<file path="config.mk">
export PLATFORM = sky130hd
export DESIGN_NAME = plpmr_ram
export DESIGN_NICKNAME = d
export VERILOG_FILES = /design/src/rtl/core/plpmr_ram.sv
export SDC_FILE = /design/constraint.sdc
export NUM_CORES = 1
export LEC_CHECK = 0
export BUFFER_PORTS_ARGS = -buffer_cell sky130_fd_sc_hd__buf_2
export CORE_MARGIN = 4
export CORE_UTILIZATION = 56
export CTS_CLUSTER_SIZE = 10
export DETAILED_ROUTE_END_ITERATION = 16
export GPL_TIMING_DRIVEN = 0
export PLACE_DENSITY = 0.81
export SYNTH_ARGS = -nofsm -noshare
export SYNTH_HDL_FRONTEND = slang
export SYNTH_SLANG_ARGS = --single-unit
</file>
<file path="constraint.sdc">
create_clock -name aclk -period 5.4 [get_ports aclk]
set_input_delay 1.08 -clock aclk [delete_from_list [all_inputs] [get_ports aclk]]
set_output_delay 1.08 -clock aclk [all_outputs]
set_load 0.05 [all_outputs]
</file>
<file path="src/rtl/core/plpmr_ram.sv">
// ----------------------------------------------------------------------------
// plpmr_ram
// Generic RAM: one write port, two read ports, registered read data.
// ----------------------------------------------------------------------------
module plpmr_ram #(
    parameter int WIDTH = 8,
    parameter int DEPTH = 16
) (
    input  logic                     aclk,
    input  logic                     we,
    input  logic [$clog2(DEPTH)-1:0] waddr,
    input  logic [WIDTH-1:0]         wdata,
    input  logic [$clog2(DEPTH)-1:0] raddr_a,
    output logic [WIDTH-1:0]         rdata_a,
    input  logic [$clog2(DEPTH)-1:0] raddr_b,
    output logic [WIDTH-1:0]         rdata_b
);

    logic [WIDTH-1:0] mem [DEPTH];

    // write port and registered reads
    always_ff @(posedge aclk) begin
        if (we) begin
            mem[waddr] <= wdata;
        end
        rdata_a <= mem[raddr_a];
        rdata_b <= mem[raddr_b];
    end

endmodule

</file>
==> run summary <==
The run finished with clean final reports. The floorplan has 38 rows. The number of antenna diodes in the final layout is 0.

Across the routed clock network, the largest skew measured is 0.009956 ns. Clock-pin slew was measured on the worst setup and hold paths at 0.06 ns. The first TritonRoute pass finished after 5 iterations.

For the via count of the first global-routing pass, the log shows 3612. Dividing the detail-routed wire length by the instance count gives 28.35 um. By area, the combinational part of the netlist is dominated by multiplexers. The synthesized netlist devotes 0% of its cell area to adder and majority cells.

The share of synthesized cell area in and, or, nand and nor gates is 3.431%, and the worst path setup slack after routing is 2.923 ns. The count of yosys warnings during synthesis is 0. Setup violations remaining at the end of the flow were counted as 0.

For the max-capacitance violation count, the log shows 0. The HPWL after detailed placement was 9284 um. After filler insertion, the fill cell instance count of the layout stands at 703. In the post-synthesis netlist, the biggest area contributors are edfxtp_1, mux4_2, mux4_1. The post-synthesis to final-layout area growth was 15.48%.

The final layout contains 384 nets. The critical path startpoint category is an input port. The instance area after placement was 0.006714 mm2. The number of distinct library cells after synthesis is 20, and the overflow left after global routing is 0.

The number of cells after detailed placement is 483, and the effective utilization at floorplan is 57.78%. The transition time at the pin with the least slew margin was 1.024 ns; the final period utilization was 45.87%. The fraction of layout instances using a drive strength above 1 was 34.13%. The path type of the worst setup path was in2reg. In this run the number of H-tree levels came out at 4. For this run, design rule violations remaining after detail routing come to 0. The highest achievable clock rate is 0.4038 GHz.

The run gives 0.01098 mm2 as the placeable core area. Start point of the worst hold path: mem[4][3]. The leading register cell type out of synthesis was edfxtp_1.

The slowest library cell on the worst path was nor2_1. The register bit total from synthesis is 144. Summing the sequential cell areas from Yosys gives 65.62% of the chip area. The critical path goes through buf_2, or3b_2, nor2_1. CTS placed an instance of clkbuf_16 at the clock tree root.

In this run the worst path has a maximum fanout of 8. The first global-routing pass estimated 21920 um of wire. The tools report the clock insertion delay at the later pin of the skew report as 0.42 ns. On the worst path, the slowest cell contributes a delay of 0.80 ns.

Across all layers, the routed design uses 3509 vias. Of the post-synthesis cell area, the dominant cell type holds 60.57%. The largest total area in the synthesized netlist belongs to edfxtp_1. The weighted congestion reported at the end of routability-driven placement is 0.8466, and the number of hold violations in the final report is 0. The tools report the number of gates resized after cts as 0. During placement, the flow inserted port buffers numbering 35. The library cell used most frequently in the layout, excluding fill and tap cells, is edfxtp_1.

Summing the areas of all compound-gate instances in the mapped netlist gives 3.785% of the synthesized area. In the layout the commonest cells are edfxtp_1, buf_2, mux4_2. Dividing the synthesized area by the synthesized cell count gives 20.67 um2. TritonCTS built the clock tree. The worst register-to-register path has a setup slack of 3.80 ns. Entering global routing, the biggest net connects 17 pins. Post-detailed-route count of antenna-violating nets: 0. Startpoint of the worst-slack reg-to-reg timing path: mem[3][0]. Dividing the detail-routed via count by the number of cells gives 6.814. STA puts the critical path data required time at 5.44 ns.

Of the total synthesized cell area, the portion taken by XOR and XNOR cells is 0%. The logs give 329 for the post-synth net total and 507 for the starting DRC count in detailed routing. The sink count of the clock tree came out at 144. Across every metal layer, demand over resource in global routing totals 23.81%.

Deepest clock path buffer count: 2. Async set-reset flop share out of synthesis: 0%. Counting every instance in the synthesized netlist gives 307.

After layout, the minimum clock period comes to 2.477 ns. Headroom to the max-slew limit came out at 31.46%. The worst-case vdd ir drop was 0.0002472 V; the sum of negative setup slack was 0 ns. The final cell count without fillers is 515, and the critical path arrival is 2.51 ns. Buffers inserted during clock tree synthesis total 17. The tools report the mapped cell area as 0.006346 mm2. Setup repair after global routing left no endpoint under its margin. From bottom edge to top edge, the die measures 114.5 um.

The number of hold buffers added after CTS was 0. The overall die area came out at 0.01310 mm2. The width of the chip was 114.5 um. After clock tree synthesis, the setup repair step added 0 buffers. The path class of the tightest hold or removal check is reg2reg.

After detailed routing, the total wire length is 14600 um. The total count of max-transition violations in the final report is 0, and the minimum setup slack after placement is 2.455 ns. For the leakage power figure, the log shows 0.002543 uW.

After synthesis, the share of cell area in mux cells is 24.45%. 38 I/O pins were placed. The design draws 2697 uW. In this run the power density over the cells is 368.0 mW/mm2.

The number of antenna violations at the first check in global routing is 0, and the area of all placed cells without fillers is 0.007328 mm2. The worst setup path is captured at a flip-flop. The count of flip-flops with a built-in enable after synthesis is 128.

In this run the worst setup path begins at waddr[2].
==> where the power goes <==
part	switching [uW]	internal, uW
Combinational	152	89.1
Sequential	11.3	1250
Clock	488	710
Total	651	2050
==> per-stage QoR <==
step	utilization, %	hold WS, ns
6_report	66.72	0.7062
5_1_grt	66.72	0.7428
4_1_cts	66.68	0.7134
3_5_place_dp	61.13	0.6932
3_3_place_gp	60.97	0.6819
2_1_floorplan	-	0.6471
==> state kept, by name, indices dropped and copies added (netlist names) <==
signal and flops:
mem 128, rdata_a 8, rdata_b 8
==> synthesized netlist by cell type (all sizes together), types with 4 or more instances <==
cell,n
clkdlybuf4s25,6
a22oi,32
dfxtp,16
nor2,14
buf,14
mux4,64
nand2,17
nor3,4
edfxtp,128
==> kinds of logic after synthesis <==
kind of cell | Yosys count
flip-flops | 144
multiplexers | 64
AND/OR/NAND/NOR | 47
AO/OA/AOI/OAI | 32
buffers and inverters | 20
==> worst paths after layout <==
kind	end	cells past startpoint
worst max-delay path	mem[1][7]	3
worst min-delay path	rdata_a[3]	3
worst max register to register	rdata_a[0]	3
worst min register to register	rdata_a[3]	3
==> cell type report <==
class                      instances  area (um2)  area share, %
clock inverter                    14       170.2          2.322
timing repair buffer              36       182.7          2.493
sequential                       144        4164          56.82
clock buffer                      18       439.2          5.993
multi-input combinational        143        2024          27.63
tap                              140       175.2          2.390
buffer                            20       172.7          2.356
==> routing by layer <==
| layer | global-route usage [%] | up-vias | wire (um) |
|---|---|---|---|
| met5 | 0 | - | 0 |
| met4 | 11.40 | 0 | 499 |
| met3 | 5.285 | 37 | 1214 |
| met2 | 38.88 | 212 | 7415 |
| met1 | 30.54 | 1802 | 5468 |
| li1 | - | 1458 | - |
==> critical path: cells and delay by family <==
kind | cells | cell delay [ns]
and+or+nand+nor | 2 | 1.32
buffers and inverters | 1 | 0.11
No activity file was read; power rests on OpenSTA's default activity.
