[src/rtl/core/plpmr_queue.sv]
// ----------------------------------------------------------------------------
// plpmr_queue
// Two-entry job queue between loader and comparison engine.
// ----------------------------------------------------------------------------
module plpmr_queue #(
    parameter int WIDTH = 8
) (
    input  logic             aclk,
    input  logic             aresetn,
    input  logic             in_valid,
    output logic             in_ready,
    input  logic [WIDTH-1:0] in_data,
    output logic             out_valid,
    input  logic             out_ready,
    output logic [WIDTH-1:0] out_data
);

    logic [WIDTH-1:0] slot_reg [2];
    logic             wr_ptr_reg, wr_ptr_next;
    logic             rd_ptr_reg, rd_ptr_next;
    logic [1:0]       fill_reg,   fill_next;
    logic             push;
    logic             pop;

    assign in_ready  = fill_reg != 2'd2;
    assign out_valid = fill_reg != 2'd0;
    assign out_data  = slot_reg[rd_ptr_reg];
    assign push      = in_valid && in_ready;
    assign pop       = out_valid && out_ready;

    // pointer and fill update
    always_comb begin
        wr_ptr_next = wr_ptr_reg ^ push;
        rd_ptr_next = rd_ptr_reg ^ pop;
        fill_next   = fill_reg + 2'(push) - 2'(pop);
    end

    always_ff @(posedge aclk) begin
        if (!aresetn) begin
            wr_ptr_reg <= 1'b0;
            rd_ptr_reg <= 1'b0;
            fill_reg   <= 2'd0;
        end else begin
            wr_ptr_reg <= wr_ptr_next;
            rd_ptr_reg <= rd_ptr_next;
            fill_reg   <= fill_next;
        end
    end

    // payload slots
    always_ff @(posedge aclk) begin
        if (push) begin
            slot_reg[wr_ptr_reg] <= in_data;
        end
    end

endmodule

[config.mk]
export PLATFORM = sky130hd
export DESIGN_NAME = plpmr_queue
export DESIGN_NICKNAME = d
export VERILOG_FILES = /design/src/rtl/core/plpmr_queue.sv
export SDC_FILE = /design/constraint.sdc
export NUM_CORES = 1
export LEC_CHECK = 0
export ABC_AREA = 1
export ABC_CLOCK_PERIOD_IN_PS = 2000
export BUFFER_PORTS_ARGS = -buffer_cell sky130_fd_sc_hd__buf_2
export CAP_MARGIN = 40
export CORE_AREA = 2 2 44 46
export CTS_CLUSTER_SIZE = 40
export DETAILED_ROUTE_END_ITERATION = 7
export DIE_AREA = 0 0 46 48
export PLACE_DENSITY = 0.84
export SYNTH_ARGS = -nofsm -noshare
export SYNTH_HDL_FRONTEND = slang
export SYNTH_SLANG_ARGS = --single-unit
[constraint.sdc]
create_clock -name aclk -period 2 [get_ports aclk]
set_input_delay 0.4 -clock aclk [delete_from_list [all_inputs] [get_ports aclk]]
set_output_delay 0.4 -clock aclk [all_outputs]
set_load 0.05 [all_outputs]
==> flow_summary.ini, run 1 <==
[global_route]
grt_pass1_wl_um = 1883
overflow = 0
track_usage_pct = 12.84
grt_start_max_net_pins = 13
grt_pass1_vias = 485
antenna_found_initial = 0

[hold_path]
hp-class = in -> reg
min_path_cells = 1

[detailed_routing]
viasPerCell = 4.981
drc = 0
drtIter0Drc = 1
antenna_left = 0
vias = 513
routed_wl_um = 1223
post_drt_wl_per_cell_um = 11.87
drt_first_pass_iters = 3

[sta]
tightest_slew_ns = 0.3793
fin_worst_skew_ns = 0.005563
timing.slew.headroom_pct = 74.71
finalCritPeriodShare_pct = 90.69
fin_hold_ws_ns = 0.2865
tns_ns = 0
min_period_ns = 1.814
slew_violations = 0
setup_viol = 0
worst_slack_ns = 0.1861
rsz0062_at_grt = false
max_clock_freq_ghz = 0.5513
finalHoldViolations = 0

[synthesis]
synth_cell_types = 17
synth_top_area_share_pct = 56.06
ys_warn_count = 0
synth_top_family_by_area = simple AND/OR/NAND/NOR gates
netlist_area_um2 = 857.1
synth_top_area_cell = edfxtp_1
synth_xor_area_share_pct = 1.022
yosys-mux-area-fraction_pct = 10.51
yosys.area_share.simple_pct = 10.66
synth_nets = 75
ys_ff_latch = 21
synthCells = 61
syn_avg_cell_area_um2 = 14.05
synthAdderAreaFrac_pct = 2.920
ys_seq_area_share_pct = 67.74
synth_compound_area_share_pct = 1.022
synthTopCellsByArea = edfxtp_1 (56%), dfxtp_1 (12%), mux2_1 (11%)

[placement]
dp_slack_ns = 0.3846
placed_cells = 99
dp_hpwl_um = 926
dpl-instance-area_um2 = 985.9
place_congestion = 0.7123
port_buffers = 21

[final_layout]
nNetsFinal = 101
final_common_cell = buf_2
largest_register_ffs = 16
fin_cells = 103
area_delta_synth_final_pct = 18.25
finish.instance_area_um2 = 1013
num_antenna_cells = 0
fin_util_pct = 60.00
drive_above_1_share_pct = 39.53
mostFrequentLayoutCells = buf_2 (21), edfxtp_1 (16), mux2_1 (8)

[clocking]
post_cts_buffers = 0
tritoncts = built
cts_buffer_depth = 2
cts_resized = 0
numClockSinks = 21
clk_pin_slew_ns = 0.11
root_buffer = clkbuf_4
cts_max_level = 1
cts_hold_buffers = 0
clk_latency_ns = 0.29
cts_buffers = 3

[pwr]
total_power_mw = 1.474
leakage_nw = 0.4325
power_density_nw_per_um2 = 1454
peakVddDrop_v = 0.001137

[setup_path]
worst_r2r_path_depth = 10
path_max_fanout = 8
endpoint_kind = output pin
start_kind = flip-flop
worstPathArrival_ns = 1.41
path_class = reg -> out
required_ns = 1.60

[floorplan]
core-area_um2 = 1689
die-area_um2 = 2208
fp.dieH_um = 48
top_level_ports = 22
initial_core_util_pct = 50.74
die_w_um = 46
num_rows = 15

[flow_run]
maxCapViolCount = 0

[status]
status = finished clean
==> critical path, stage by stage, from the launching register on <==
cell and delay [ns]:
dfxtp_1 0.55, mux2_1 0.36, buf_2 0.21
==> final timing paths <==
check                                  from        endpoint  slack [ns]
worst max-delay path              flip-flop     out_data[2]        0.19
worst max register to register  fill_reg[1]     fill_reg[1]        0.55
worst min-delay path             in_data[2]  slot_reg[1][2]        0.29
worst min register to register   rd_ptr_reg       flip-flop        0.53
==> final cells by class <==
type | instances | area [µm²]
fill | 152 | 675.6
multi-input combinational | 30 | 224.0
clock inverter | 1 | 5.005
clock buffer | 3 | 22.52
tap | 17 | 21.27
inverter | 9 | 47.55
sequential | 21 | 580.6
timing repair buffer | 22 | 112.6
==> power by group <==
part | internal [mW] | total, mW | switching (mW)
logic | 0.188 | 0.655 | 0.466
registers | 0.572 | 0.628 | 0.0555
clock network | 0.0744 | 0.191 | 0.117
total | 0.835 | 1.47 | 0.639
==> Yosys cell counts <==
master and n:
edfxtp_1 16, mux2_1 8, inv_1 7, nand2_1 6
nor2_1 6, dfxtp_1 5, ha_1 2, nand2_2 2
a21oi_2 1, buf_2 1, bufinv_8 1, inv_2 1
nand2_4 1, nand3_1 1, nor2_2 1, nor2_4 1
xnor2_1 1
==> per-layer routing <==
layer / wire, µm / global-route usage, % / share of wire [%]
met5: 0 / 0 / 0
met3: 81 / 4.151 / 6.6
met1: 519 / 12.80 / 42
met2: 589 / 22.78 / 48
met4: 34 / 8.571 / 2.8
==> kinds of logic after synthesis <==
family          count (synthesis)
simple gates                   18
compound gates                  1
mux                             8
flops                          21
xor+xnor                        1
fa+ha+maj                       2
buf+inv                        10
Power figures use the tool's default switching activity.
==> inputs of run 2 (changes only) <==
CELL_PAD_IN_SITES_DETAIL_PLACEMENT = 0   (was not set)
CELL_PAD_IN_SITES_GLOBAL_PLACEMENT = 1   (was not set)
CORE_AREA = 2 2 48 50   (was 2 2 44 46)
DIE_AREA = 0 0 50 52   (was 0 0 46 48)
PLACE_DENSITY = 0.86   (was 0.84)
==> run 2 against run 1 <==
Compared with the run above: register-to-register slack better by 0.05 ns; die area rose by 18%; clock skew fell by 0.0036 ns; combinational power down 0.8%; worst setup slack improved by 0.0019 ns; non-clock buffer count did not move; fmax increased by 0.11%.
==> flow_summary.ini, run 2 (synthesis results as in run 1) <==
[status]
status = finished clean

[final_layout]
fin_util_pct = 48.72
seq_area_um2 = 580.6
largest_register_ffs = 16
multi_input_area_um2 = 224.0
num_antenna_cells = 0
mostFrequentLayoutCells = buf_2 (21), edfxtp_1 (16), mux2_1 (8)
finish.instance_area_um2 = 1026
area_delta_synth_final_pct = 19.71
drive_above_1_share_pct = 38.37
final_common_cell = buf_2
n_fill_cell = 195
nNetsFinal = 101

[global_route]
grt_start_max_net_pins = 12
overflow = 0
grt_pass1_vias = 464
grt_pass1_wl_um = 1925
track_usage_pct = 10.46
antenna_found_initial = 0

[sta]
finalHoldViolations = 0
tightest_slew_ns = 0.3844
fin_hold_ws_ns = 0.2997
tns_ns = 0
rsz0062_at_grt = false
min_period_ns = 1.812
setup_viol = 0
worst_slack_ns = 0.1881
slew_violations = 0
max_clock_freq_ghz = 0.5519
fin_worst_skew_ns = 0.002009
finalCritPeriodShare_pct = 90.60
timing.slew.headroom_pct = 74.37

[detailed_routing]
antenna_left = 0
vias = 504
viasPerCell = 4.421
routed_wl_um = 1202
post_drt_wl_per_cell_um = 10.54
drt_first_pass_iters = 4
drc = 0
drtIter0Drc = 11

[clocking]
cts_resized = 0
cts_buffer_depth = 2
tritoncts = built
cts_hold_buffers = 0
cts_buffers = 3
clk_latency_ns = 0.28
numClockSinks = 21
clk_pin_slew_ns = 0.10
root_buffer = clkbuf_4
cts_max_level = 1
post_cts_buffers = 0

[floorplan]
initial_core_util_pct = 40.70
num_rows = 17
fp.dieH_um = 52
core-area_um2 = 2106
die_w_um = 50
die-area_um2 = 2600
top_level_ports = 22

[pwr]
netSwitchingFraction_pct = 42.85
clkPwrFrac_pct = 12.6
seq_power_share_pct = 42.9
power_density_nw_per_um2 = 1427
leakage_nw = 0.4298
peakVddDrop_v = 0.0007459
comb_power_share_pct = 44.4
switchingPower_uw = 627.2
power.internal_uw = 836.5

[setup_path]
start_kind = flip-flop
path_class = reg -> out
worst_r2r_path_depth = 10
rrSetupSlack_ns = 0.60
crit_chain = mux2_1 > buf_2
path_max_fanout = 8
r2r-start = fill_reg[1]
required_ns = 1.60
endpoint_kind = output pin
worstPathArrival_ns = 1.41
cpPeakStageDelay_ns = 0.54
cpMaxStageDelayCell = dfxtp_1

[flow_run]
maxCapViolCount = 0

[placement]
dp_slack_ns = 0.4584
place_congestion = 0.6939
port_buffers = 21
dpl-instance-area_um2 = 999.7

[hold_path]
hp-class = in -> reg
hold_start = in_data[1]
min_path_cells = 1
## run 2: worst paths after layout
kind                     to
min          slot_reg[0][1]
max             out_data[2]
max reg2reg     fill_reg[1]
min reg2reg      rd_ptr_reg
## run 2: through the flow
stage / cells / total power [mW]
final: 114 / 1.464
after global placement: 110 / 1.279
after global routing: 114 / 1.557
after detailed placement: 110 / 1.292
after CTS: 114 / 1.483
after floorplan: 61 / 1.160
## run 2: layout make-up
| class | count | share of cell area, % |
|---|---|---|
| repair buffers | 22 | 10.98 |
| multi-input cells | 30 | 21.83 |
| inverters | 9 | 4.634 |
| clock buffers | 4 | 2.561 |
| well taps | 28 | 3.415 |
| flip-flops and latches | 21 | 56.59 |
## run 2: routing by layer
metal | wire length (µm) | track usage (%)
met2 | 584 | 17.54
met1 | 508 | 11.59
met5 | 0 | 0
met3 | 89 | 2.874
met4 | 19 | 6.944
## run 2: worst max-delay path: cells and delay by family (launching register included)
kind                   cells  cell delay [ns]
DFF                        1             0.54
muxes                      1             0.37
buffers and inverters      1             0.22
## run 2: power by group through the flow
stage	sequential, mW	combinational [mW]	clock (mW)
floorplan	0.610	0.550	0
global placement	0.635	0.644	0
detailed placement	0.639	0.654	0
CTS	0.630	0.657	0.196
global route	0.642	0.710	0.205
finish	0.628	0.650	0.185
