### config.mk
export PLATFORM = sky130hd
export DESIGN_NAME = plpmr_front
export DESIGN_NICKNAME = d
export VERILOG_FILES = /design/src/rtl/core/plpmr_pkg.sv /design/src/rtl/core/plpmr_front.sv
export SDC_FILE = /design/constraint.sdc
export NUM_CORES = 1
export LEC_CHECK = 0
export ABC_AREA = 1
export BUFFER_PORTS_ARGS = -buffer_cell sky130_fd_sc_hd__buf_2
export CORE_UTILIZATION = 45
export CTS_BUF_LIST = sky130_fd_sc_hd__clkbuf_8
export DETAILED_ROUTE_END_ITERATION = 7
export PLACE_DENSITY = 0.88
export SLEW_MARGIN = 5
export SYNTH_ARGS = -nofsm -noshare
export SYNTH_HDL_FRONTEND = slang
export SYNTH_SLANG_ARGS = --single-unit
### constraint.sdc
create_clock -name aclk -period 2.31 [get_ports aclk]
set_input_delay 0.3465 -clock aclk [delete_from_list [all_inputs] [get_ports aclk]]
set_output_delay 0.3465 -clock aclk [all_outputs]
set_load 0.05 [all_outputs]
### src/rtl/core/plpmr_pkg.sv
// ----------------------------------------------------------------------------
// plpmr_pkg
// Shared widths for the longest positional match run block.
// ----------------------------------------------------------------------------
package plpmr_pkg;

    // symbol width of one input word
    localparam int SYM_W = 8;

    // width of the reported run length
    localparam int OUT_W = 11;

endpackage

### src/rtl/core/plpmr_front.sv
// ----------------------------------------------------------------------------
// plpmr_front
// Loader: takes input words, writes symbols and sequence lengths to memory
// and hands a finished set to the comparison engine as a job.
// ----------------------------------------------------------------------------
module plpmr_front
    import plpmr_pkg::*;
#(
    parameter int MAX_SEQS = 16,
    parameter int MAX_LEN  = 1024,
    localparam int CW = $clog2(MAX_SEQS + 1),
    localparam int IW = $clog2(MAX_SEQS),
    localparam int LW = $clog2(MAX_LEN + 1),
    localparam int AW = $clog2(MAX_SEQS * MAX_LEN)
) (
    input  logic             aclk,
    input  logic             aresetn,
    // input stream
    input  logic             s_tvalid,
    output logic             s_tready,
    input  logic [7:0]       s_tdata,   // [7:0] symbol
    input  logic [1:0]       s_tuser,   // [0] symbol_valid, [1] end_of_sequence
    input  logic             s_tlast,   // end_of_set
    // symbol store write
    output logic             sym_we,
    output logic [AW-1:0]    sym_waddr,
    output logic [SYM_W-1:0] sym_wdata,
    // length store write
    output logic             len_we,
    output logic [IW-1:0]    len_waddr,
    output logic [LW-1:0]    len_wdata,
    // job hand-off: {overflow, count}
    output logic             job_valid,
    input  logic             job_ready,
    output logic [CW:0]      job_data,
    // store released by the engine
    input  logic             release_store
);

    logic [CW-1:0] cnt_reg,  cnt_next;
    logic [LW-1:0] wp_reg,   wp_next;
    logic [AW-1:0] base_reg, base_next;
    logic          ovf_reg,  ovf_next;
    logic          busy_reg, busy_next;

    logic          accept;
    logic          room;
    logic          store_ok;
    logic [LW-1:0] wp_inc;
    logic          close_seq;

    assign s_tready = !busy_reg && job_ready;
    assign accept   = s_tvalid && s_tready;

    // storage decisions for this word
    assign room      = cnt_reg < CW'(MAX_SEQS);
    assign store_ok  = s_tuser[0] && room && (wp_reg < LW'(MAX_LEN));
    assign wp_inc    = wp_reg + LW'(store_ok);
    assign close_seq = s_tuser[1] || (s_tlast && (wp_inc != '0));

    assign sym_we    = accept && store_ok;
    assign sym_waddr = base_reg + AW'(wp_reg);
    assign sym_wdata = s_tdata;

    assign len_we    = accept && close_seq && room;
    assign len_waddr = cnt_reg[IW-1:0];
    assign len_wdata = wp_inc;

    // loading state update
    always_comb begin
        logic [CW-1:0] cnt_c;
        logic          ovf_c;
        cnt_c     = cnt_reg;
        ovf_c     = ovf_reg;
        cnt_next  = cnt_reg;
        wp_next   = wp_reg;
        base_next = base_reg;
        ovf_next  = ovf_reg;
        busy_next = busy_reg;
        job_valid = 1'b0;
        if (release_store) begin
            busy_next = 1'b0;
        end
        if (accept) begin
            if (s_tuser[0] && !store_ok) begin
                ovf_c = 1'b1;
            end
            if (close_seq) begin
                if (room) begin
                    cnt_c     = cnt_reg + CW'(1);
                    base_next = base_reg + AW'(MAX_LEN);
                end else begin
                    ovf_c = 1'b1;
                end
                wp_next = '0;
            end else begin
                wp_next = wp_inc;
            end
            cnt_next = cnt_c;
            ovf_next = ovf_c;
            if (s_tlast) begin
                job_valid = 1'b1;
                cnt_next  = '0;
                wp_next   = '0;
                base_next = '0;
                ovf_next  = 1'b0;
                busy_next = 1'b1;
            end
        end
        job_data = {ovf_c, cnt_c};
    end

    always_ff @(posedge aclk) begin
        if (!aresetn) begin
            cnt_reg  <= '0;
            wp_reg   <= '0;
            base_reg <= '0;
            ovf_reg  <= 1'b0;
            busy_reg <= 1'b0;
        end else begin
            cnt_reg  <= cnt_next;
            wp_reg   <= wp_next;
            base_reg <= base_next;
            ovf_reg  <= ovf_next;
            busy_reg <= busy_next;
        end
    end

endmodule

==> run_results.csv, run 1 <==
group,metric,value,unit
timing,timing.fmax,349,MHz
flow_run,drv_cap,0,
setup_path,crit_start,"cnt_reg[4]",
global_route,grt_overflow,0,
yosys,muxShareOfSynthArea,0,
clock_network,root_buffer,"clkbuf_8",
setup_path,worstPathArrival,2520,ps
final_layout,nNetsFinal,323,
yosys,synthSimpleGateAreaFrac,0.361,
clock_network,h-tree-depth,1,
final_layout,final_cell_mix,"nand2_1, buf_2, buf_4, inv_1, dfxtp_1",
clock_network,cts_sinks,22,
place,routabilityCongestion,0.887,
timing,setup_viol,11,
yosys,synth_xor_area_frac,0.0270,
final_layout,mostFrequentLayoutCell,"nand2_1",
yosys,synth_area_leaders,"dfxtp_1, nand2_1, inv_1",
setup_path,worstReg2RegStart,"cnt_reg[4]",
setup_path,critPathKind,"reg2out",
timing,min_period,2860,ps
yosys,synth_area_per_cell,6.53,µm²
setup_path,crit_top_cell,"nand2_2",
detailed_routing,ant_nets,0,
final_layout,n_antenna_cell,0,
global_route,grt_pass1_vias,1517,
place,io_buffer_count,46,
timing,report.final.slew_viol_count,0,
floorplanning,rows,21,
yosys,ys_ff_latch,22,
final_layout,layout-drive-gt1-share,0.468,
floorplanning,initial_core_util,0.472,
setup_path,worst-path-max-fanout,5,
power,max-vdd-ir-drop,0.493,mV
place,placed_cells,331,
setup_path,max_stage_delay,350,ps
final_layout,utilization,0.720,
setup_path,cp_top_family,"simple AND/OR/NAND/NOR gates",
global_route,antenna_found_initial,0,
detailed_routing,drc,0,
power,power,932,µW
place,placement.cell_area,2040,µm²
yosys,yosys.area.top_type,"dfxtp_1",
place,dpl.hpwl,3020,µm
yosys,synth_cell_type_count,30,
yosys,synth_top_family_by_area,"simple AND/OR/NAND/NOR gates",
timing,rsz0062_at_grt,"yes",
floorplanning,die_h,61.1,µm
run_status,outcome,"complete, but fails checks",
yosys,ys_warn_count,0,
detailed_routing,drt_first_pass_iters,4,
yosys,syn_area,1570,µm²
timing,worst_pin_slew,444,ps
yosys,synth_top_cell_area_share,0.280,
timing,min_period_over_period,1.24,
power,power.leakage,0.00113,µW
yosys,ys_seq_area_frac,0.280,
setup_path,end_kind,"output pin",
final_layout,syn_to_final_growth,52.7,%
detailed_routing,drt_iter0_drc,107,
setup_path,path_cells,"nor3_4, ha_4, ha_4, nand2_4, nor2_4, nand2_2, nand2_2, nand2_1, nor2_4, nand3_4, nand3_4, nand2_1, nand2_2, clkinvlp_4, buf_6",
global_route,grt_pass1_wl,6420,µm
clock_network,cts_buffer_depth,2,
setup_path,cp.required,1960,ps
setup_path,path_buf_inv,2,
detailed_routing,vias,1731,
clock_network,cts_tree,"built",
floorplanning,fp.dieW,61.1,µm
yosys,syn-num-nets,262,
power,powerDensity,388,nW/µm²
timing,slew_headroom,0.704,
yosys,netlist_instances,241,
global_route,grt_max_degree,14,
timing,final_hold_viol_count,0,
global_route,grtUsageTotal,0.234,
floorplanning,num_io_pins,63,
min_path,hold_start,"aresetn",
yosys,synth_adder_area_share,0.0397,
final_layout,final_cell_area,2400,µm²
final_layout,final_cell_count_no_fill,347,
detailed_routing,routed_wl,4640,µm
timing,clock_skew,3.96,ps
detailed_routing,wl_per_cell,13.4,µm
detailed_routing,via_per_inst,4.99,
run_status,violations,"negative setup slack",
clock_network,cts_buffers,3,
floorplanning,coreArea,3340,µm²
clock_network,clock_latency,270,ps
place,dpl_worst_slack,-496,ps
yosys,synth-compound-area-share,0.100,
setup_path,start_kind,"flop",
final_layout,largest_reg_flops,11,
setup_path,cp_slowest_cell,"dfxtp_2",
floorplanning,die_area,3740,µm²
clock_network,cts_hold_buf,0,
clock_network,cts.clk_slew.worst_paths,90,ps
timing,setup_ws,-552,ps
min_path,holdCritPathClass,"in2reg",
==> cell families after synthesis <==
group | Yosys count
XOR/XNOR | 4
adder cells (fa/ha/maj) | 5
flip-flops | 22
AND/OR/NAND/NOR | 115
buffers and inverters | 65
AO/OA/AOI/OAI | 30
==> through the flow <==
step,hold slack [ps],TNS [ps]
floorplan,443,-691
global placement,464,-2740
detailed placement,493,-3320
CTS,311,-2950
global route,323,-5350
finish,320,-3790
==> worst paths after layout <==
kind	endpoint	slack (ps)	cells after the start
worst max-delay path	job_data[1]	-550	15
worst max register to register	cnt_reg[0]	-110	14
worst min register to register	base_reg[12]	500	1
worst min-delay path	busy_reg	320	2
==> synth_stat cells (all sizes together) <==
cell type     n
nand3b        1
nor2         22
buf          15
o21a          1
inv          37
nor4          2
dlygate4sd1   1
nand3        14
clkbuf       11
a21oi        21
o21bai        1
xnor2         1
o21ai         6
nor3          2
ha            5
nand2        69
nand4         5
a211oi        1
dfxtp        22
clkinv        1
xor2          3
==> repair_timing <==
action | in CTS | in global routing
setup endpoints to repair | 12 | 15
pin swaps | 10 | 9
cloned | 1 | 0
resized for setup | 26 | 29
buffers inserted | 3 | 8
==> layout make-up <==
| class | count | area, µm² |
|---|---|---|
| inverter | 38 | 163 |
| sequential | 22 | 442 |
| timing repair buffer | 82 | 619 |
| tap | 46 | 57.6 |
| clock inverter | 1 | 30.0 |
| multi-input combinational | 155 | 1050 |
| fill | 267 | 933 |
| clock buffer | 3 | 41.3 |
==> report_power, final <==
group          total, µW  internal, µW  switching (µW)
sequential           387           383            3.93
clock                374           232             142
combinational        172          62.0             110
==> metal layers <==
layer	share of wire	up-vias	routed length [µm]	GRT usage
met3	0.045	9	208	0.0504
met5	0	-	0	0
met2	0.55	55	2540	0.461
li1	-	853	-	-
met1	0.39	814	1800	0.243
met4	0.018	0	85	0.0714
(Power assumes the default switching activity.)
==> run 2: changes to the inputs <==
--- a/config.mk
+++ b/config.mk
@@ -7,10 +7,13 @@
 export LEC_CHECK = 0
 export ABC_AREA = 1
 export BUFFER_PORTS_ARGS = -buffer_cell sky130_fd_sc_hd__buf_2
-export CORE_UTILIZATION = 45
+export CELL_PAD_IN_SITES_DETAIL_PLACEMENT = 0
+export CELL_PAD_IN_SITES_GLOBAL_PLACEMENT = 1
+export CORE_UTILIZATION = 30
 export CTS_BUF_LIST = sky130_fd_sc_hd__clkbuf_8
 export DETAILED_ROUTE_END_ITERATION = 7
-export PLACE_DENSITY = 0.88
+export MAX_ROUTING_LAYER = met4
+export PLACE_DENSITY = 0.87
 export SLEW_MARGIN = 5
 export SYNTH_ARGS = -nofsm -noshare
 export SYNTH_HDL_FRONTEND = slang
==> run_results.csv, run 2 (synthesis results as in run 1) <==
group,metric,value,unit
timing,worst_pin_slew,471,ps
setup_path,cp_top_family,"simple AND/OR/NAND/NOR gates",
place,io_buffer_count,46,
timing,setup_ws,-472,ps
setup_path,end_kind,"output pin",
power,max-vdd-ir-drop,0.315,mV
timing,timing.fmax,360,MHz
clock_network,cts_sinks,22,
timing,fin_setup_tns,-2790,ps
run_status,violations,"negative setup slack",
power,power,851,µW
timing,min_period_over_period,1.20,
timing,clock_skew,4.59,ps
clock_network,cts_hold_buf,0,
setup_path,crit_start,"cnt_reg[4]",
setup_path,endpoint,"job_data[1]",
global_route,antenna_found_initial,0,
detailed_routing,drt_iter0_drc,40,
clock_network,cts.clk_slew.worst_paths,90,ps
timing,rsz0062_at_grt,"yes",
detailed_routing,via_per_inst,4.49,
clock_network,cts_buffers,3,
setup_path,path_buf_inv,2,
detailed_routing,drt_first_pass_iters,5,
setup_path,critPathKind,"reg2out",
floorplanning,rows,25,
setup_path,cp_slowest_cell,"dfxtp_2",
power,internal_power,594,µW
clock_network,clock_latency,270,ps
floorplanning,initial_core_util,0.323,
setup_path,worstReg2RegStart,"cnt_reg[4]",
setup_path,crit_cells,15,
global_route,grt_pass1_wl,6730,µm
global_route,grt_max_degree,16,
power,power.leakage,0.00108,µW
timing,min_period,2780,ps
final_layout,final_cell_mix,"nand2_1, buf_2, inv_1, buf_4",
setup_path,worstPathArrival,2440,ps
power,power_frac_comb,0.196,
flow_run,drv_cap,0,
clock_network,cts_buffer_depth,2,
timing,slew_headroom,0.686,
global_route,grt_overflow,0,
min_path,holdCritPathClass,"in2reg",
power,seq_power_share,0.453,
setup_path,max_stage_delay,350,ps
place,dpl.hpwl,3050,µm
floorplanning,coreArea,4880,µm²
setup_path,rr_endpoint,"cnt_reg[1]",
final_layout,final_cell_area,2360,µm²
setup_path,path_cells,"nor3_4, ha_2, ha_4, nand2_2, nor2_4, nand2_1, nand2_1, nand2_1, nor2_4, nand3_4, nand3_4, nand2_2, nand2_4, clkinvlp_4, buf_8",
clock_network,cts_tree,"built",
setup_path,cp.required,1960,ps
place,placement.cell_area,2070,µm²
final_layout,mostFrequentLayoutCell,"nand2_1",
setup_path,reg2regPathDepth,15,
final_layout,layout-drive-gt1-share,0.458,
floorplanning,die_h,74.4,µm
clock_network,root_buffer,"clkbuf_8",
setup_path,crit_top_cell,"nand2_1",
place,dpl_worst_slack,-485,ps
global_route,grt_pass1_vias,1518,
detailed_routing,ant_nets,0,
setup_path,worst-path-max-fanout,5,
detailed_routing,routed_wl,4320,µm
floorplanning,die_area,5540,µm²
power,clockPowerShare,0.351,
detailed_routing,drc,0,
floorplanning,fp.dieW,74.4,µm
place,routabilityCongestion,0.838,
timing,setup_viol,7,
setup_path,start_kind,"flop",
power,net-switching-power,256,µW
run_status,outcome,"complete, but fails checks",
detailed_routing,vias,1633,
global_route,grtUsageTotal,0.163,
final_layout,nNetsFinal,319,
detailed_routing,wl_per_cell,11.9,µm
timing,final_hold_viol_count,0,
final_layout,largest_reg_flops,11,
clock_network,h-tree-depth,1,
timing,report.final.slew_viol_count,0,
setup_path,rrSetupSlack,150,ps
power,swShare,0.301,
floorplanning,num_io_pins,63,
final_layout,syn_to_final_growth,49.7,%
power,powerDensity,361,nW/µm²
final_layout,n_antenna_cell,0,
-- run 2: cell types whose count changed in the layout (fill, tap and decap cells not counted), sizes merged --
cell    previous run  this run
clkbuf             3         4
buf               82        78
bufinv             1         0
-- run 2: how the worst min path moves through the flow --
stage	to	cells past startpoint	startpoint
global placement	base_reg[12]	1	base_reg[12]
floorplan	base_reg[12]	1	base_reg[12]
global route	busy_reg	2	aresetn
detailed placement	base_reg[12]	1	base_reg[12]
CTS	busy_reg	2	aresetn
finish	busy_reg	2	aresetn
-- run 2: layout make-up --
class                      instances  area (µm²)
fill                             518        2520
multi-input combinational        155        1030
timing repair buffer              78         586
sequential                        22         442
inverter                          38         163
tap                               67        83.8
clock buffer                       4        55.1
-- run 2: per-stage QoR --
stage / util / hold slack, ps / std cells
floorplan: - / 443 / 241
global placement: 0.424 / 465 / 352
detailed placement: 0.424 / 469 / 352
CTS: 0.462 / 315 / 362
global route: 0.483 / 332 / 364
finish: 0.483 / 305 / 364
-- run 2: repair_timing --
item | 4_1_cts | 5_1_grt
endpoints found under the hold margin | 0 | 0
pin swaps | 6 | 6
cloned | 1 | 0
setup buffers | 5 | 2
resized for setup | 26 | 24
setup endpoints to repair | 13 | 13
-- run 2: power groups by stage --
stage / combinational, µW / sequential, µW / clock [µW]
floorplan: 139 / 394 / 0
global placement: 139 / 395 / 0
detailed placement: 139 / 395 / 0
CTS: 155 / 386 / 302
global route: 178 / 387 / 315
finish: 167 / 386 / 298
-- run 2: routing by layer --
layer  vias up  wire [µm]  GRT usage
met5         -          0          -
met4         0         13     0.0147
met3         2        151     0.0298
met2        32       2230      0.287
met1       744       1930      0.200
li1        855          -          -
-- run 2: worst register-to-register path: stages (launching register included) --
cell     delay, ps
dfxtp_2        350
nor3_4         170
ha_2           230
ha_4           160
nand2_2         90
nor2_4         170
nand2_1         70
nand2_1         90
nand2_1         90
nor2_4         140
nand3_4        130
nand3_4        100
nand2_2         70
nand2_4         80
buf_4          110
nor2_2          20
