## config.mk

```make
export PLATFORM = sky130hd
export DESIGN_NAME = plpmr_back
export DESIGN_NICKNAME = d
export VERILOG_FILES = /design/src/rtl/core/plpmr_pkg.sv /design/src/rtl/core/plpmr_back.sv
export SDC_FILE = /design/constraint.sdc
export NUM_CORES = 1
export LEC_CHECK = 0
export BUFFER_PORTS_ARGS = -buffer_cell sky130_fd_sc_hd__buf_2
export CAP_MARGIN = 20
export CORE_MARGIN = 4
export CORE_UTILIZATION = 53
export CTS_CLUSTER_DIAMETER = 60
export CTS_CLUSTER_SIZE = 16
export DETAILED_ROUTE_END_ITERATION = 7
export GPL_ROUTABILITY_DRIVEN = 0
export PLACE_DENSITY = 0.72
export SETUP_SLACK_MARGIN = 0.1
export SLEW_MARGIN = 5
export SYNTH_ARGS = -nofsm -noshare
export SYNTH_HDL_FRONTEND = slang
export SYNTH_SLANG_ARGS = --single-unit
```

## constraint.sdc

```tcl
create_clock -name aclk -period 5.45 [get_ports aclk]
set_input_delay 1.09 -clock aclk [delete_from_list [all_inputs] [get_ports aclk]]
set_output_delay 1.09 -clock aclk [all_outputs]
set_load 0.01 [all_outputs]
```

## src/rtl/core/plpmr_pkg.sv

```systemverilog
// ----------------------------------------------------------------------------
// plpmr_pkg
// Shared widths for the longest positional match run block.
// ----------------------------------------------------------------------------
package plpmr_pkg;

    // symbol width of one input word
    localparam int SYM_W = 8;

    // width of the reported run length
    localparam int OUT_W = 11;

endpackage

```

## src/rtl/core/plpmr_back.sv

```systemverilog
// ----------------------------------------------------------------------------
// plpmr_back
// Comparison engine: walks every pair of stored sequences and keeps the
// longest run of equal positions, then presents the result word.
// ----------------------------------------------------------------------------
module plpmr_back
    import plpmr_pkg::*;
#(
    parameter int MAX_SEQS = 16,
    parameter int MAX_LEN  = 1024,
    localparam int CW = $clog2(MAX_SEQS + 1),
    localparam int IW = $clog2(MAX_SEQS),
    localparam int LW = $clog2(MAX_LEN + 1),
    localparam int AW = $clog2(MAX_SEQS * MAX_LEN)
) (
    input  logic             aclk,
    input  logic             aresetn,
    // job from queue: {overflow, count}
    input  logic             job_valid,
    output logic             job_ready,
    input  logic [CW:0]      job_data,
    // length store reads
    output logic [IW-1:0]    len_raddr_a,
    input  logic [LW-1:0]    len_rdata_a,
    output logic [IW-1:0]    len_raddr_b,
    input  logic [LW-1:0]    len_rdata_b,
    // symbol store reads
    output logic [AW-1:0]    sym_raddr_a,
    input  logic [SYM_W-1:0] sym_rdata_a,
    output logic [AW-1:0]    sym_raddr_b,
    input  logic [SYM_W-1:0] sym_rdata_b,
    // store free for the next set
    output logic             release_store,
    // result
    output logic             m_tvalid,
    input  logic             m_tready,
    output logic [OUT_W-1:0] res_run,
    output logic             res_ovf
);

    localparam logic [2:0] ST_IDLE = 3'd0;
    localparam logic [2:0] ST_LEN  = 3'd1;
    localparam logic [2:0] ST_LENW = 3'd2;
    localparam logic [2:0] ST_WALK = 3'd3;
    localparam logic [2:0] ST_PAIR = 3'd4;
    localparam logic [2:0] ST_OUT  = 3'd5;

    logic [2:0]       state_reg, state_next;
    logic [CW-1:0]    cnt_reg,   cnt_next;
    logic             ovf_reg,   ovf_next;
    logic [CW-1:0]    i_reg,     i_next;
    logic [CW-1:0]    j_reg,     j_next;
    logic [AW-1:0]    ibase_reg, ibase_next;
    logic [AW-1:0]    jbase_reg, jbase_next;
    logic [AW-1:0]    pa_reg,    pa_next;
    logic [AW-1:0]    pb_reg,    pb_next;
    logic [LW-1:0]    k_reg,     k_next;
    logic [LW-1:0]    n_reg,     n_next;
    logic [LW-1:0]    run_reg,   run_next;
    logic [LW-1:0]    best_reg,  best_next;
    logic             rdv_reg,   rdv_next;
    logic             mval_reg,  mval_next;
    logic [OUT_W-1:0] rrun_reg,  rrun_next;
    logic             rovf_reg,  rovf_next;

    logic [CW-1:0]    job_cnt;
    logic             job_ovf;

    assign job_cnt = job_data[CW-1:0];
    assign job_ovf = job_data[CW];

    assign job_ready   = state_reg == ST_IDLE;
    assign len_raddr_a = i_reg[IW-1:0];
    assign len_raddr_b = j_reg[IW-1:0];
    assign sym_raddr_a = pa_reg;
    assign sym_raddr_b = pb_reg;
    assign m_tvalid    = mval_reg;
    assign res_run     = rrun_reg;
    assign res_ovf     = rovf_reg;

    // sequencer
    always_comb begin
        logic [LW-1:0] run_c;
        state_next    = state_reg;
        cnt_next      = cnt_reg;
        ovf_next      = ovf_reg;
        i_next        = i_reg;
        j_next        = j_reg;
        ibase_next    = ibase_reg;
        jbase_next    = jbase_reg;
        pa_next       = pa_reg;
        pb_next       = pb_reg;
        k_next        = k_reg;
        n_next        = n_reg;
        run_next      = run_reg;
        best_next     = best_reg;
        rdv_next      = 1'b0;
        mval_next     = mval_reg && !m_tready;
        rrun_next     = rrun_reg;
        rovf_next     = rovf_reg;
        release_store = 1'b0;

        // compare the symbol pair read last cycle
        run_c = (sym_rdata_a == sym_rdata_b) ? run_reg + LW'(1) : '0;
        if (rdv_reg) begin
            run_next = run_c;
            if (run_c > best_reg) begin
                best_next = run_c;
            end
        end

        case (state_reg)
            ST_IDLE: begin
                if (job_valid) begin
                    cnt_next   = job_cnt;
                    ovf_next   = job_ovf;
                    i_next     = '0;
                    j_next     = CW'(1);
                    ibase_next = '0;
                    jbase_next = AW'(MAX_LEN);
                    best_next  = '0;
                    state_next = (job_cnt < CW'(2)) ? ST_OUT : ST_LEN;
                end
            end
            ST_LEN: begin
                state_next = ST_LENW;
            end
            ST_LENW: begin
                n_next     = (len_rdata_a < len_rdata_b) ? len_rdata_a : len_rdata_b;
                k_next     = '0;
                run_next   = '0;
                pa_next    = ibase_reg;
                pb_next    = jbase_reg;
                state_next = ST_WALK;
            end
            ST_WALK: begin
                if (k_reg < n_reg) begin
                    rdv_next = 1'b1;
                    k_next   = k_reg + LW'(1);
                    pa_next  = pa_reg + AW'(1);
                    pb_next  = pb_reg + AW'(1);
                end else if (!rdv_reg) begin
                    state_next = ST_PAIR;
                end
            end
            ST_PAIR: begin
                if (j_reg + CW'(1) < cnt_reg) begin
                    j_next     = j_reg + CW'(1);
                    jbase_next = jbase_reg + AW'(MAX_LEN);
                    state_next = ST_LEN;
                end else if (i_reg + CW'(2) < cnt_reg) begin
                    i_next     = i_reg + CW'(1);
                    j_next     = i_reg + CW'(2);
                    ibase_next = ibase_reg + AW'(MAX_LEN);
                    jbase_next = ibase_reg + AW'(2 * MAX_LEN);
                    state_next = ST_LEN;
                end else begin
                    state_next = ST_OUT;
                end
            end
            ST_OUT: begin
                if (!mval_reg || m_tready) begin
                    mval_next     = 1'b1;
                    rrun_next     = OUT_W'(best_reg);
                    rovf_next     = ovf_reg;
                    release_store = 1'b1;
                    state_next    = ST_IDLE;
                end
            end
            default: begin
                state_next = ST_IDLE;
            end
        endcase
    end

    always_ff @(posedge aclk) begin
        if (!aresetn) begin
            state_reg <= ST_IDLE;
            rdv_reg   <= 1'b0;
            mval_reg  <= 1'b0;
        end else begin
            state_reg <= state_next;
            rdv_reg   <= rdv_next;
            mval_reg  <= mval_next;
        end
    end

    // datapath registers
    always_ff @(posedge aclk) begin
        cnt_reg   <= cnt_next;
        ovf_reg   <= ovf_next;
        i_reg     <= i_next;
        j_reg     <= j_next;
        ibase_reg <= ibase_next;
        jbase_reg <= jbase_next;
        pa_reg    <= pa_next;
        pb_reg    <= pb_next;
        k_reg     <= k_next;
        n_reg     <= n_next;
        run_reg   <= run_next;
        best_reg  <= best_next;
        rrun_reg  <= rrun_next;
        rovf_reg  <= rovf_next;
    end

endmodule
```

==> metrics.cfg, run 1 <==
[run_status]
outcome = finished, final reports clean

[yosys]
synth-seq-area-share_pct = 48.3
synth.area.top_cells = edfxtp_1, ha_1, dfxtp_1, nor2_1, xnor2_1
synth_ff_type = edfxtp_1
syn_nets = 799
syn_inst = 702
yosysUniqueCellTypes = 50
ys_warn_count = 0
synth_most_common_cell = edfxtp_1
synth_edf_count = 96
ys_async_sr_fraction_pct = 0
yosysTopAreaCellShare_pct = 40.7
synth_top_cell_by_area = edfxtp_1
synth-seq-cells = 123
synth_area_mm2 = 0.00709
syn_area_per_cell_um2 = 10.1
ys_top_cells_by_count = edfxtp_1, nor2_1, ha_1

[cells_and_area]
drive_above_1_share_pct = 18.3
stdcell_count = 976
area_growth_pct = 16.5
antenna-diode-count = 0
finalNetCount = 888

[floorplanning]
rows = 41
initial_core_util_pct = 55.0
fp.dieH_um = 124
die_w_um = 124
die_area_mm2 = 0.0153
fp.coreArea_mm2 = 0.0129
io_pins = 99

[route]
drt_wl_total_mm = 14.7
vias_per_cell = 5.66
drt_pass1_iterations = 5
ant_nets = 0
wire_per_inst_um = 15.1
vias = 5529
drc = 0
drt-initial-drc-count = 454

[clock_tree]
hold_buffers = 0
clock_latency_ns = 0.42
numCtsBuffers = 17
post-cts-setup-buffer-count = 0
clk_path_buf_depth = 2
post_cts_resized = 0
clockRootBuffer = clkbuf_16
htreeDepth = 4
clk_pin_slew_ns = 0.06
clock-sinks = 123
tritoncts = done

[timing]
fin_crit_sh_pct = 65.9
worst_pin_slew_ns = 1.07
slew_violations = 0
fin_ws_ns = 1.86
finalSetupViolCount = 0
fmax_mhz = 278
rsz0062_at_grt = false
final-hold-violation-count = 0
final.setup.tns_ns = 0
fin_crit_ns = 3.59
fin_skew_ns = 0.0112
relSlewSlack_pct = 28.5

[grt]
grt_max_degree = 55
antenna_found_initial = 0
grt_pass1_vias = 5408
track_usage_pct = 20.2
grt_overflow_total = 0
grt_pass1_wl_mm = 24.6

[pwr]
p_leak_nw = 3.23
p_per_area_mw_per_mm2 = 318
ir_drop_v = 0.000246

[critical_path]
arrival_ns = 3.94
rr_worst_depth = 11
worstSetupPathType = in2reg
cp.required_ns = 5.79
endpoint_kind = flop
path_max_fanout = 13
cp-start-kind = input port

[place]
pre_cts_slack_ns = 1.46
hpwl_mm = 10.5
dpl.cell_count = 942
port_buffers = 98

[run]
maxCapViolations = 0

[min_path]
hold_class = reg2reg
min_path_cells = 0

[per-layer routing]
layer	global-route usage, %	vias to the layer above	share of wire, %
li1	-	2719	-
met1	25.2	2639	44
met2	34.4	150	49
met3	3.91	21	5.1
met4	8.10	0	1.5
met5	0	-	0
[critical path: stages]
cell	delay [ns]
buf_2	0.10
xnor2_1	0.15
nand4_1	0.51
a211oi_1	0.56
ha_1	0.34
a21oi_1	0.15
o21ai_1	0.09
a2111oi_1	0.39
buf_4	0.25
o21ai_0	0.11
a21oi_1	0.18
[cell families (layout without fill, tap and decap cells)]
kind of cell / Yosys count / after routing / share of synthesized area [%]
AO/OA/AOI/OAI: 127 / 127 / 11.4
adder cells (fa/ha/maj): 49 / 49 / 8.65
flip-flops: 123 / 123 / 48.3
buffers and inverters: 83 / 185 / 4.89
XOR/XNOR: 54 / 54 / 6.67
multiplexers: 20 / 20 / 2.82
AND/OR/NAND/NOR: 246 / 246 / 17.3
[cell type report]
class | instances | area [um2]
Clock inverter | 8 | 45.0
Fill cell | 1058 | 4620
Multi-Input combinational cell | 496 | 3340
Inverter | 45 | 169
Timing Repair Buffer | 108 | 571
Tap cell | 172 | 215
Sequential cell | 123 | 3420
Clock buffer | 24 | 493
[report_power, final]
group / internal, W / switching (W) / leakage, nW
registers: 0.00112 / 0.0000694 / 1.10
logic: 0.000172 / 0.000258 / 1.87
clock network: 0.000626 / 0.000388 / 0.266
[cells in the final DEF, fill, tap and decap left out, types with 5 or more instances in the layout]
cell type / n
buf_4: 8
o21ai_0: 39
clkbuf_16: 18
nor2_1: 68
or3_1: 10
xnor2_1: 29
and3_1: 8
a211oi_1: 9
and2_1: 13
nand3_1: 48
o21ai_1: 5
o211ai_1: 13
a21oi_1: 27
clkinv_2: 5
nand4_1: 21
nand2_1: 42
mux2i_1: 20
edfxtp_1: 96
a21o_1: 6
dfxtp_1: 27
nand2b_1: 5
ha_1: 49
inv_1: 45
nor3_1: 14
buf_2: 99
xor2_1: 25
[final timing paths]
check / startpoint / end / slack (ns)
max: sym_rdata_b[4] / best_reg[9] / 1.86
min: best_reg[2] / res_run[2] / 0.45
max reg2reg: run_reg[0] / best_reg[0] / 2.16
min reg2reg: best_reg[2] / res_run[2] / 0.45
[per-stage QoR]
stage          total power [W]  instance area, um2  hold slack, ns  util [%]
5_1_grt                0.00275                8260           0.453      64.1
2_1_floorplan          0.00149                7090           0.400         -
4_1_cts                0.00264                8240           0.451      64.0
3_3_place_gp           0.00161                7700           0.404      59.8
6_report               0.00263                8260           0.453      64.1
3_5_place_dp           0.00163                7700           0.434      59.8
(Power assumes the default switching activity.)
==> run 2: changes to the inputs <==
Clock period 5.45 ns to 3.55 ns, I/O delays scaled along.
==> run 2 against run 1 <==
Effect of this change: sequential power grew 53%; routed wire length grew 0.77%; final cell count grew 1.0%; clock skew shrank 0.0041 ns; total power grew 59%; hold slack gained 0.0068 ns; non-clock buffer count grew 10; sequential share of layout area shrank 0.59 points; flip-flop and latch count is the same; register-to-register slack lost 1.8 ns; largest power group unchanged.
==> metrics.cfg, run 2 (synthesized netlist as in run 1, its figures left out) <==
[cells_and_area]
finalNetCount = 898  ; +1.1%
mostFrequentLayoutCell = buf_2
post-route-util_pct = 65.0  ; +0.92 points
area_growth_pct = 18.2
final_area_mm2 = 0.00838  ; +1.4%
fillers = 1016  ; -4.0%
drive_above_1_share_pct = 19.7  ; +1.4 points
antenna-diode-count = 0  ; unchanged
mostFrequentLayoutCells = buf_2, edfxtp_1, nor2_1, nand3_1, ha_1

[grt]
grt_overflow_total = 0  ; unchanged
use_met1_pct = 24.6  ; -0.63 points
grt_pass1_wl_mm = 24.7  ; +0.50%
grt_pass1_vias = 5463  ; +1.0%
grt_max_degree = 55  ; unchanged
top_usage_layer = met2
gr-usage-met3_pct = 5.18  ; +1.3 points
track_usage_pct = 20.4  ; +0.26 points
use_met2_pct = 34.4  ; +0.068 points
antenna_found_initial = 0  ; unchanged

[pwr]
p_per_area_mw_per_mm2 = 501  ; +57%
ir_drop_v = 0.000323  ; +31%
finalPower_w = 0.00419  ; +59%
p_leak_nw = 3.30  ; +2.0%

[route]
drc = 0  ; unchanged
drt_wl_total_mm = 14.8  ; +0.77%
vias = 5546  ; +0.31%
drt_pass1_iterations = 4  ; -1
vias_per_cell = 5.62  ; -0.71%
wire_per_inst_um = 15.0  ; -0.25%
ant_nets = 0  ; unchanged
drt-initial-drc-count = 374  ; -18%

[timing]
fin_crit_ns = 3.16
finalSetupViolCount = 0  ; unchanged
slew_violations = 0  ; unchanged
fin_crit_sh_pct = 89.1
relSlewSlack_pct = 30.0  ; +1.5 points
fin_skew_ns = 0.00715  ; -0.00408 ns
fmax_mhz = 316
worst_pin_slew_ns = 1.05  ; -0.0231 ns
final.setup.tns_ns = 0  ; unchanged
rsz0062_at_grt = false
final-hold-violation-count = 0  ; unchanged
holdWs_ns = 0.460  ; +0.00683 ns

[critical_path]
cpMaxStageDelayCell = dfxtp_1
cp_cell_sequence = ha_2, nand3_1, or3_1, a211oi_2, ha_1, a211oi_1, nor2_1, a2111oi_1, buf_4, o21ai_0, a21oi_1
cp-start-kind = flop
path_max_fanout = 12  ; -1
cp.required_ns = 3.89  ; -1.90 ns
r2r_slack_ns = 0.39  ; -1.77 ns
critPathMaxStageDelay_ns = 0.45  ; -0.11 ns
worstSetupPathType = reg2reg
endpoint_kind = flop
arrival_ns = 3.50  ; -0.44 ns

[min_path]
hold_class = reg2reg

[floorplanning]
rows = 41  ; unchanged
io_pins = 99  ; unchanged
die_area_mm2 = 0.0153  ; unchanged
die_w_um = 124  ; unchanged
fp.coreArea_mm2 = 0.0129  ; unchanged
initial_core_util_pct = 55.0  ; unchanged
fp.dieH_um = 124  ; unchanged

[clock_tree]
tritoncts = done
numCtsBuffers = 17  ; unchanged
hold_buffers = 0  ; unchanged
clock_latency_ns = 0.42  ; about the same
clockRootBuffer = clkbuf_16
htreeDepth = 4  ; unchanged
clk_pin_slew_ns = 0.05  ; about the same
clk_path_buf_depth = 2  ; unchanged
clock-sinks = 123  ; unchanged

[place]
hpwl_mm = 10.7  ; +1.8%
port_buffers = 98  ; unchanged
placed_cell_area_mm2 = 0.00779  ; +1.2%

[run]
maxCapViolations = 0  ; unchanged

[run_status]
outcome = finished, final reports clean

==> run 2: cell count changes in the layout (fill, tap and decap cells not counted), moves of 2 or more <==
cell,before,now
bufinv_16,0,3
clkbuf_1,4,2
clkbuf_8,2,0
buf_4,8,20
==> run 2: timing repair <==
| item | 4_1_cts | 5_1_grt |
|---|---|---|
| setup buffers | 0 | 0 |
| gates resized for setup | 0 | 1 |
| setup endpoints to repair | 0 | 6 |
==> run 2: worst paths after layout <==
check / startpoint / to / cells after the start
max: run_reg[0] / best_reg[2] / 11
max reg2reg: run_reg[0] / best_reg[2] / 11
min: ovf_reg / res_ovf / 0
min reg2reg: ovf_reg / res_ovf / 0
==> run 2: area by class of cell <==
| class | count | area [um2] | share of cell area [%] |
|---|---|---|---|
| clock inverters | 13 | 151 | 1.81 |
| multi-input cells | 496 | 3340 | 39.9 |
| clock buffers | 19 | 433 | 5.17 |
| repair buffers | 118 | 641 | 7.65 |
| flip-flops and latches | 123 | 3420 | 40.9 |
| inverters | 45 | 169 | 2.02 |
| well taps | 172 | 215 | 2.57 |
==> run 2: routing by layer <==
| metal | wire length, um | share of wire [%] |
|---|---|---|
| met2 | 7290 | 49 |
| met3 | 776 | 5.2 |
| met4 | 298 | 2.0 |
| met5 | 0 | 0 |
| met1 | 6460 | 44 |
==> run 2: report_power, final <==
group / total, W / internal, W / leakage [nW] / switching, W
Clock: 0.00171 / 0.00109 / 0.284 / 0.000618
Sequential: 0.00182 / 0.00171 / 1.10 / 0.000106
Combinational: 0.000661 / 0.000264 / 1.91 / 0.000397
==> run 2: critical path: cells and delay by family, from the launching register on <==
| family | cells | cell delay, ns |
|---|---|---|
| simple gates | 3 | 0.55 |
| buf+inv | 1 | 0.24 |
| fa+ha+maj | 2 | 0.64 |
| compound gates | 5 | 1.20 |
| flops | 1 | 0.45 |
==> run 2: through the flow <==
step,worst slack (ns),std cells
global route,0.142,986
detailed placement,0.282,954
CTS,0.340,986
finish,0.389,986
floorplan,0.260,702
global placement,0.453,954
==> run 3: changes to the inputs <==
Settings changed: GPL_TIMING_DRIVEN set to 0.
==> run 3 against run 2 <==
Effect of this change: final cell count rose by 2.1%; clock skew is essentially flat; hold slack got worse by 0.025 ns; largest cell class unchanged; non-clock buffer count up 21; register-to-register slack got worse by 0.08 ns; critical path depth grew 1; die area is the same; clock-buffer cell count shrank 1; combinational power rose by 7.1%.
==> metrics.cfg, run 3 (synthesized netlist as in run 1, its figures left out) <==
[run_status]
outcome = finished, final reports clean

[min_path]
hold_start = ovf_reg
hold_class = reg2reg
min_delay_worst_endpoint = res_ovf
min_path_cells = 0  ; unchanged

[route]
ant_nets = 0  ; unchanged
drt-initial-drc-count = 431  ; +15%
wire_per_inst_um = 15.2  ; +0.99%
drt_pass1_iterations = 4  ; unchanged
drt_wl_total_mm = 15.3  ; +3.1%
drc = 0  ; unchanged
vias_per_cell = 5.60  ; -0.39%
vias = 5642  ; +1.7%

[pwr]
ir_drop_v = 0.000342  ; +6.0%
pwr-share-seq_pct = 40.5  ; -2.9 points
comb_power_share_pct = 15.8  ; about the same
p_sw_share_pct = 25.9  ; -0.87 points
p_per_area_mw_per_mm2 = 522  ; +4.3%
finalPower_w = 0.00447  ; +6.7%
p_int_w = 0.00332  ; +8.0%
p_switching_w = 0.00116  ; +3.2%
p_leak_nw = 3.35  ; +1.5%
clkPwrFrac_pct = 43.7  ; +2.9 points

[floorplanning]
die_area_mm2 = 0.0153  ; unchanged
io_pins = 99  ; unchanged
initial_core_util_pct = 55.0  ; unchanged
die_w_um = 124  ; unchanged
fp.coreArea_mm2 = 0.0129  ; unchanged
rows = 41  ; unchanged
fp.dieH_um = 124  ; unchanged

[grt]
track_usage_pct = 21.1  ; +0.71 points
grt_overflow_total = 0  ; unchanged
grt_max_degree = 29  ; -47%
grt_pass1_wl_mm = 25.5  ; +3.3%
grt_pass1_vias = 5522  ; +1.1%
antenna_found_initial = 0  ; unchanged

[clock_tree]
numCtsBuffers = 17  ; unchanged
clockRootBuffer = clkbuf_16
clock_latency_ns = 0.41  ; about the same
clk_pin_slew_ns = 0.05  ; about the same
htreeDepth = 4  ; unchanged
clk_path_buf_depth = 2  ; unchanged
hold_buffers = 0  ; unchanged
tritoncts = done
clock-sinks = 123  ; unchanged
post-cts-setup-buffer-count = 0  ; unchanged

[critical_path]
cp_top_family = compound AO/OA/AOI/OAI gates
r2r_slack_ns = 0.31  ; -0.08 ns
worstSetupPathType = reg2reg
reg2reg_from = run_reg[1]
cp.buffers_inverters = 3  ; +2
rr_worst_depth = 12  ; +1
cp-start-kind = flop
path_max_fanout = 10  ; -2
arrival_ns = 3.57  ; +0.07 ns
endpoint_kind = flop
cp.required_ns = 3.88  ; about the same
r2r_end = best_reg[1]
critPathMaxStageDelay_ns = 0.46  ; about the same
cp_cell_sequence = ha_1, clkbuf_2, inv_1, or3_1, a211oi_4, ha_1, a21oi_1, o21ai_1, a2111oi_2, buf_4, o21ai_0, a21oi_1
cpMaxStageDelayCell = a2111oi_2

[timing]
slew_violations = 0  ; unchanged
fin_skew_ns = 0.00748  ; +0.000331 ns
worst_pin_slew_ns = 0.938  ; -0.112 ns
fin_ws_ns = 0.305  ; -0.0834 ns
final-hold-violation-count = 0  ; unchanged
rsz0062_at_grt = false
finalSetupViolCount = 0  ; unchanged
fmax_mhz = 308  ; -2.6%
fin_crit_ns = 3.24  ; +0.0834 ns
fin_crit_sh_pct = 91.4  ; +2.4 points
relSlewSlack_pct = 37.0  ; +6.9 points

[cells_and_area]
finalNetCount = 919  ; +2.3%
mostFrequentLayoutCell = buf_2
area_growth_pct = 20.9
mostFrequentLayoutCells = buf_2, edfxtp_1, nor2_1, ha_1, nand3_1
antenna-diode-count = 0  ; unchanged
drive_above_1_share_pct = 19.0  ; -0.61 points

[place]
port_buffers = 98  ; unchanged
pre_cts_slack_ns = -0.385  ; -0.667 ns
hpwl_mm = 11.0  ; +2.1%

[run]
maxCapViolations = 0  ; unchanged

==> run 3: cell types whose count changed in the layout (fill, tap and decap cells not counted), moves of 2 or more <==
cell       change
buf_1          +3
a211oi_1       -2
buf_4          -9
clkinv_2       -5
a211oi_4       +2
clkinv_4       +3
bufinv_16      +3
clkbuf_1      +22
==> run 3: area by class of cell <==
cell class | count | area (um2)
buffer | 37 | 178
clock buffer | 18 | 429
clock inverter | 14 | 244
fill | 1007 | 4310
inverter | 45 | 169
multi-input combinational | 496 | 3370
sequential | 123 | 3420
tap | 172 | 215
timing repair buffer | 102 | 541
==> run 3: repair_timing <==
action,4_1_cts,5_1_grt
pin swaps,0,1
endpoints found under the hold margin,0,0
endpoints found under the setup margin,11,10
resized for setup,4,7
==> run 3: layer usage <==
layer | up-vias | global-route usage (%) | share of wire, %
met5 | - | 0 | 0
met4 | 0 | 7.40 | 1.9
met3 | 30 | 4.86 | 5.7
met2 | 181 | 36.7 | 50
met1 | 2648 | 25.8 | 43
li1 | 2783 | - | -
==> run 3: worst max-delay path by stage <==
stage	startpoint	to	depth (start not counted)
finish	run_reg[1]	best_reg[1]	12
global placement	j_reg[0]	jbase_reg[3]	9
global route	run_reg[1]	best_reg[1]	12
CTS	run_reg[0]	best_reg[1]	12
detailed placement	sym_rdata_b[3]	best_reg[7]	12
floorplan	j_reg[0]	j_reg[0]	9
==> run 3: power by group through the flow <==
| stage | Clock [W] | Sequential [W] | Combinational (W) |
|---|---|---|---|
| 2_1_floorplan | 0 | 0.00184 | 0.000451 |
| 3_3_place_gp | 0 | 0.00184 | 0.000646 |
| 3_5_place_dp | 0 | 0.00184 | 0.000698 |
| 4_1_cts | 0.00198 | 0.00181 | 0.000710 |
| 5_1_grt | 0.00206 | 0.00182 | 0.000799 |
| 6_report | 0.00195 | 0.00181 | 0.000708 |
==> run 3: stage by stage <==
step | hold WS, ns | cell area [um2] | std cells | setup TNS [ns] | utilization, %
2_1_floorplan | 0.400 | 7090 | 702 | 0 | -
3_3_place_gp | 0.403 | 7790 | 972 | -18.33 | 60.5
3_5_place_dp | 0.423 | 7850 | 975 | -3.88 | 61.0
4_1_cts | 0.435 | 8530 | 1006 | 0 | 66.3
5_1_grt | 0.449 | 8570 | 1007 | 0 | 66.6
6_report | 0.435 | 8570 | 1007 | 0 | 66.6
